$ cat config.mk
export PLATFORM = sky130hd
export DESIGN_NAME = cps_mul
export DESIGN_NICKNAME = d
export VERILOG_FILES = /design/src/hw/rtl/cps_pkg.sv /design/src/hw/rtl/cps_mul.sv
export SDC_FILE = /design/constraint.sdc
export NUM_CORES = 2
export LEC_CHECK = 0
export CORE_MARGIN = 5
export CORE_UTILIZATION = 45
export CTS_CLUSTER_DIAMETER = 120
export DETAILED_ROUTE_END_ITERATION = 6
export DONT_BUFFER_PORTS = 1
export MAX_ROUTING_LAYER = met4
export PLACE_DENSITY = 0.71
export SLEW_MARGIN = 20
export SYNTH_ARGS = -nofsm -noshare
export SYNTH_HDL_FRONTEND = slang
export SYNTH_SLANG_ARGS = --single-unit
export TNS_END_PERCENT = 100
$ cat constraint.sdc
create_clock -name clk -period 11.4 [get_ports clk]
set_input_delay 1.14 -clock clk [delete_from_list [all_inputs] [get_ports clk]]
set_output_delay 1.14 -clock clk [all_outputs]
set_load 0.02 [all_outputs]
$ cat src/hw/rtl/cps_pkg.sv
`timescale 1ns / 1ps
// shared constants, types and tables for the circular path stepper
package cps_pkg;

  localparam int DEF_CORDIC_STEPS = 20;
  localparam int DEF_FRAC_BITS    = 16;

  localparam int RATE_FRAC = 24;
  localparam int TRIG_FRAC = 24;
  localparam int UNIT_FRAC = 30;

  // cordic angle and vector widths
  localparam int ZW = 34;
  localparam int XW = 34;

  localparam logic [31:0] CORDIC_GAIN = 32'h26DD3B6A;

  localparam int CFG_IW = 3;
  localparam logic [CFG_IW-1:0] REG_CENTER_X    = 3'd0;
  localparam logic [CFG_IW-1:0] REG_CENTER_Y    = 3'd1;
  localparam logic [CFG_IW-1:0] REG_CENTER_Z    = 3'd2;
  localparam logic [CFG_IW-1:0] REG_RADIUS      = 3'd3;
  localparam logic [CFG_IW-1:0] REG_START_ANGLE = 3'd4;
  localparam logic [CFG_IW-1:0] REG_SWEEP_ANGLE = 3'd5;
  localparam logic [CFG_IW-1:0] REG_TURN_RATE   = 3'd6;

  typedef struct packed {
    logic load;
    logic step;
  } cps_cord_ctrl_t;

  // atan(2^-i) in degrees, q.24
  function automatic logic [31:0] cps_atan(input logic [4:0] idx);
    logic [31:0] v;
    case (idx)
      5'd0:  v = 32'd754974720;
      5'd1:  v = 32'd445687602;
      5'd2:  v = 32'd235489088;
      5'd3:  v = 32'd119537938;
      5'd4:  v = 32'd60000934;
      5'd5:  v = 32'd30029717;
      5'd6:  v = 32'd15018523;
      5'd7:  v = 32'd7509720;
      5'd8:  v = 32'd3754917;
      5'd9:  v = 32'd1877466;
      5'd10: v = 32'd938734;
      5'd11: v = 32'd469367;
      5'd12: v = 32'd234684;
      5'd13: v = 32'd117342;
      5'd14: v = 32'd58671;
      5'd15: v = 32'd29335;
      5'd16: v = 32'd14668;
      5'd17: v = 32'd7334;
      5'd18: v = 32'd3667;
      5'd19: v = 32'd1833;
      5'd20: v = 32'd917;
      5'd21: v = 32'd458;
      5'd22: v = 32'd229;
      5'd23: v = 32'd115;
      5'd24: v = 32'd57;
      5'd25: v = 32'd29;
      5'd26: v = 32'd14;
      5'd27: v = 32'd7;
      5'd28: v = 32'd4;
      5'd29: v = 32'd2;
      5'd30: v = 32'd1;
      default: v = 32'd0;
    endcase
    return v;
  endfunction

  function automatic logic [31:0] cps_sat32(input logic signed [35:0] v);
    logic [31:0] r;
    if (v > 36'sd2147483647) begin
      r = 32'h7FFFFFFF;
    end else if (v < -36'sd2147483648) begin
      r = 32'h80000000;
    end else begin
      r = v[31:0];
    end
    return r;
  endfunction

endpackage

$ cat src/hw/rtl/cps_mul.sv
`timescale 1ns / 1ps
// shared signed multiplier with registered product
module cps_mul
  import cps_pkg::*;
(
  input  logic               clk,
  input  logic signed [32:0] a,
  input  logic signed [32:0] b,
  output logic signed [65:0] p_r
);

  always_ff @(posedge clk) begin
    p_r <= a * b;
  end

endmodule

Word-level counts from Yosys, hierarchy flattened
Index checks and enable logic that the tools add are counted.
{"block": "classes", "n_mul": 1}
{"operator": "$mul A33 B33 Y66", "n": 1}
{"block": "word_totals", "register_bits": 66, "inputBits": 67, "output_inout_bits": 66}

Logic depth before layout (Yosys ltp)
{"block": "depth", "depth_word": 1, "ltp_mapped": 27, "mapped_depth_nobuf": 26}

Least setup slack after synthesis
OpenSTA, ideal clock, no wires.
{"block": "synth_timing", "path_kind": "input port to flip-flop", "start": "input port a[32]", "end": "register p_r[62]", "arrival_ns": 8.297, "t_required_ns": 11.321, "path_slack_ns": 3.024, "stages": 23, "path_buffers": 2, "path_cell_list": "clkbuf_1 > nand2_1 > inv_1 > fa_1 > fa_1 > fa_1 > fa_1 > fa_1 > fa_1 > fa_1 > inv_1 > fa_1 > inv_1 > ha_1 > clkbuf_1 > and3_1 > nand3_1 > nand2b_1 > a2111oi_4 > a211oi_4 > a21o_2 > a21o_1 > a211oi_2"}
{"block": "synth_via", "elab_chain_cells": 1}
{"item": "start: declaration", "line_no": "cps_mul.sv:7", "rtl": "input logic signed [32:0] a,"}
{"item": "$mul A33 B33 Y66", "line_no": "cps_mul.sv:13", "rtl": "p_r <= a * b;"}
{"item": "end signal: assignment", "line_no": "cps_mul.sv:13"}
{"item": "end: declaration", "line_no": "cps_mul.sv:9", "rtl": "output logic signed [65:0] p_r"}
No other way between the ends.

Final worst setup path
{"block": "layout_timing", "start": "input port b[6]", "end": "register p_r[63]"}
{"block": "layout_via", "elab_chain_cells": 1}
{"item": "start: declaration", "line_no": "cps_mul.sv:8", "rtl": "input logic signed [32:0] b,"}
{"item": "$mul A33 B33 Y66", "line_no": "cps_mul.sv:13"}
No other way between the ends.

==> impl_metrics.yaml <==
setup_path:
  worst_path_largest_cell_delay_ns: 1.23
  critical_path.top_delay_family: "adder cells"
  crit_path_max_fanout: 33
  cp.arrival_ns: 8.87
  cpMostUsedCell: "fa_1"
  critPathCaptureType: "flop"
  cp_num_buf_inv: 5
  critPathLaunch: "b[6]"
  path_class: "primary input to flop"
  startpoint_type: "primary input"
  crit_required_ns: 11.75
  cp_cell_sequence: "nand2_1 -> inv_1 -> fa_1 -> fa_1 -> inv_1 -> fa_1 -> inv_1 -> fa_1 -> fa_1 -> fa_1 -> fa_1 -> inv_1 -> fa_1 -> inv_1 -> ha_1 -> and2_1 -> and3_1 -> nand4_1 -> nor4_1 -> a21oi_4 -> or3b_1 -> nand3_1"
  cp_slowest_cell: "fa_1"
cts:
  htree_levels: 3
  clkSinkCount: 66
  cts.path.max_buffers: 2
  clkTransAtPathRegs_ns: 0.07
  postCtsSetupBuffers: 0
  cts_tree: "yes"
  numCtsBuffers: 9
  cts_root_buf: "clkbuf_16"
  hold_buffers: 0
  cts_resized: 0
routing:
  vias: 27827
  drtAntennaViolNets: 0
  routedWlPerCell_um: 19.5
  first_pass_iters: 5
  routed_via_density: 5.24
  first_iter_violations: 1873
  drc: 0
  finalWirelength_mm: 104
finish:
  fillCellCount: 8432
  final_cells: 5313
  largest_register_ffs: 66
  synthToLayoutAreaGrowth_pct: 2.29
  n_antenna_cell: 0
  regMostFlops: "p_r"
  largestRegisters: "p_r (66)"
  drive_above_1_share_pct: 1.38
  final_nets: 5561
  sequential_cell_area_um2: 1320
  multi_input_area_um2: 34300
yosys:
  netlist_area_um2: 40700
  synth_cells: 4338
  synth_area_per_cell_um2: 9.39
  ys_seq_elements: 66
  ys_warn_count: 0
  synth_edf_count: 0
  synth.distinct_cells: 80
  synth-async-reset-ratio_pct: 0
  synth_nets: 5767
  yosysSeqAreaShare_pct: 3.24
  synth_ff_type: "dfxtp_1"
global_route:
  grt_max_degree: 34
  grt_pass1_wl_mm: 170
  grt_overflow: 0
  antenna_found_initial: 3
  grt_pass1_vias: 31252
  grt_usage_pct: 22.9
die:
  num_rows: 110
  floorplan.die.height_um: 311
  initial_core_util_pct: 45.3
  core_um2: 89900
  io_pins: 133
  fp.dieW_um: 311
  dieArea_um2: 96600
placed_design:
  io_buffers: 0
  place.gp.congestion: 0.984
  hpwl_mm: 84.9
  place_inst: 5297
status:
  status: "completed"
sta:
  tightest_slew_ns: 1.10
  finalSetupViolCount: 0
  period_share_pct: 74.7
  fin_hold_ws_ns: 0.889
  hold_viol: 0
  grt_setup_unrepaired: "no"
  slew_violations: 0
  fin_crit_ns: 8.52
  slew_headroom_pct: 26.8
  fin_tns_setup_ns: 0
  max_freq_mhz: 117
flow_run:
  cap_violations: 0
worst_hold_path:
  min_from: "b[0]"
  min_path_type: "primary input to flop"
[layout make-up]
| cell class | count | area share (%) |
|---|---|---|
| Clock buffer | 10 | 0.574 |
| Multi-Input combinational cell | 2920 | 82.4 |
| Inverter | 1131 | 10.2 |
| Timing Repair Buffer | 4 | 0.0721 |
| Sequential cell | 66 | 3.17 |
| Tap cell | 1176 | 3.53 |
| Clock inverter | 6 | 0.0991 |
[cell usage in the layout (no fill, tap or decap), types with 3 or more instances in the layout]
master | synthesis | layout
inv_1 | 1131 | 1131
nand2b_1 | 12 | 12
and3_1 | 5 | 5
nand2_1 | 551 | 551
o21ai_1 | 6 | 6
nor3_1 | 7 | 7
dfxtp_1 | 66 | 66
o211ai_1 | 4 | 4
or3_1 | 3 | 3
a21oi_1 | 57 | 57
o31ai_4 | 3 | 3
and2_1 | 562 | 562
clkbuf_16 | 0 | 9
a21oi_2 | 3 | 3
nand3_1 | 25 | 25
o21ai_0 | 25 | 25
nand4_1 | 11 | 11
o21bai_1 | 11 | 11
a211o_1 | 6 | 6
and4_1 | 5 | 5
fa_1 | 1145 | 1145
or2_2 | 3 | 3
xor2_1 | 25 | 25
nor2_1 | 68 | 68
a21o_1 | 36 | 36
clkinvlp_4 | 0 | 3
o21a_1 | 6 | 6
ha_1 | 217 | 217
xnor2_1 | 43 | 43
nor2b_1 | 5 | 5
a31oi_1 | 8 | 8
a211oi_2 | 3 | 3
a211oi_1 | 7 | 7
buf_4 | 0 | 4
[Yosys cell counts (3+ instances only)]
cell / count / area share (%)
nand2_1: 551 / 5.1
or3_1: 3 / 0.046
and2_1: 562 / 8.6
o31ai_4: 3 / 0.16
and3_1: 5 / 0.077
buf_2: 11 / 0.14
a211o_1: 6 / 0.13
a21oi_2: 3 / 0.065
a211oi_2: 3 / 0.092
and4_1: 5 / 0.11
xor2_1: 25 / 0.54
fa_1: 1145 / 56
dfxtp_1: 66 / 3.2
a31oi_1: 8 / 0.12
o21a_1: 6 / 0.11
a21o_1: 36 / 0.66
a211oi_1: 7 / 0.13
ha_1: 217 / 6.7
xnor2_1: 43 / 0.92
nand2b_1: 12 / 0.18
inv_1: 1131 / 10
o21bai_1: 11 / 0.20
o21ai_0: 25 / 0.31
o211ai_1: 4 / 0.074
nor2_1: 68 / 0.63
nor3_1: 7 / 0.086
a21oi_1: 57 / 0.70
o21ai_1: 6 / 0.074
nor2b_1: 5 / 0.077
nand3_1: 25 / 0.31
or2_2: 3 / 0.046
clkbuf_1: 208 / 1.9
nand4_1: 11 / 0.17
[cells by family (layout without fill, tap and decap cells)]
| group | Yosys count | count (layout) | synth area share [%] |
|---|---|---|---|
| AO/OA/AOI/OAI | 219 | 219 | 4.07 |
| AND/OR/NAND/NOR | 1271 | 1271 | 15.8 |
| adder cells (fa/ha/maj) | 1362 | 1362 | 62.9 |
| flip-flops | 66 | 66 | 3.24 |
| buffers and inverters | 1352 | 1151 | 12.5 |
| XOR/XNOR | 68 | 68 | 1.46 |
[through the flow]
stage	worst slack, ns	utilization (%)	cell area, um2
final	2.88	46.4	41700
after global routing	2.56	46.4	41700
after CTS	2.85	46.4	41700
after detailed placement	2.44	46.0	41400
after global placement	2.53	46.0	41400
after floorplan	3.02	-	40700
[per-layer routing]
layer  wire (um)  vias up  GRT usage [%]
met5           0        -              -
met4        3930        0           7.58
met3        7620      245           4.16
met2       52900     1001           38.8
met1       39300    14668           27.9
li1            -    11913              -
[path summary, 6_finish.rpt]
kind | endpoint | depth (start not counted) | slack, ns
max | p_r[63] | 22 | 2.88
min | p_r[0] | 1 | 0.89
Power is not shown: default switching activity piles up to over one toggle a cycle in this logic, so the estimate is an artifact.
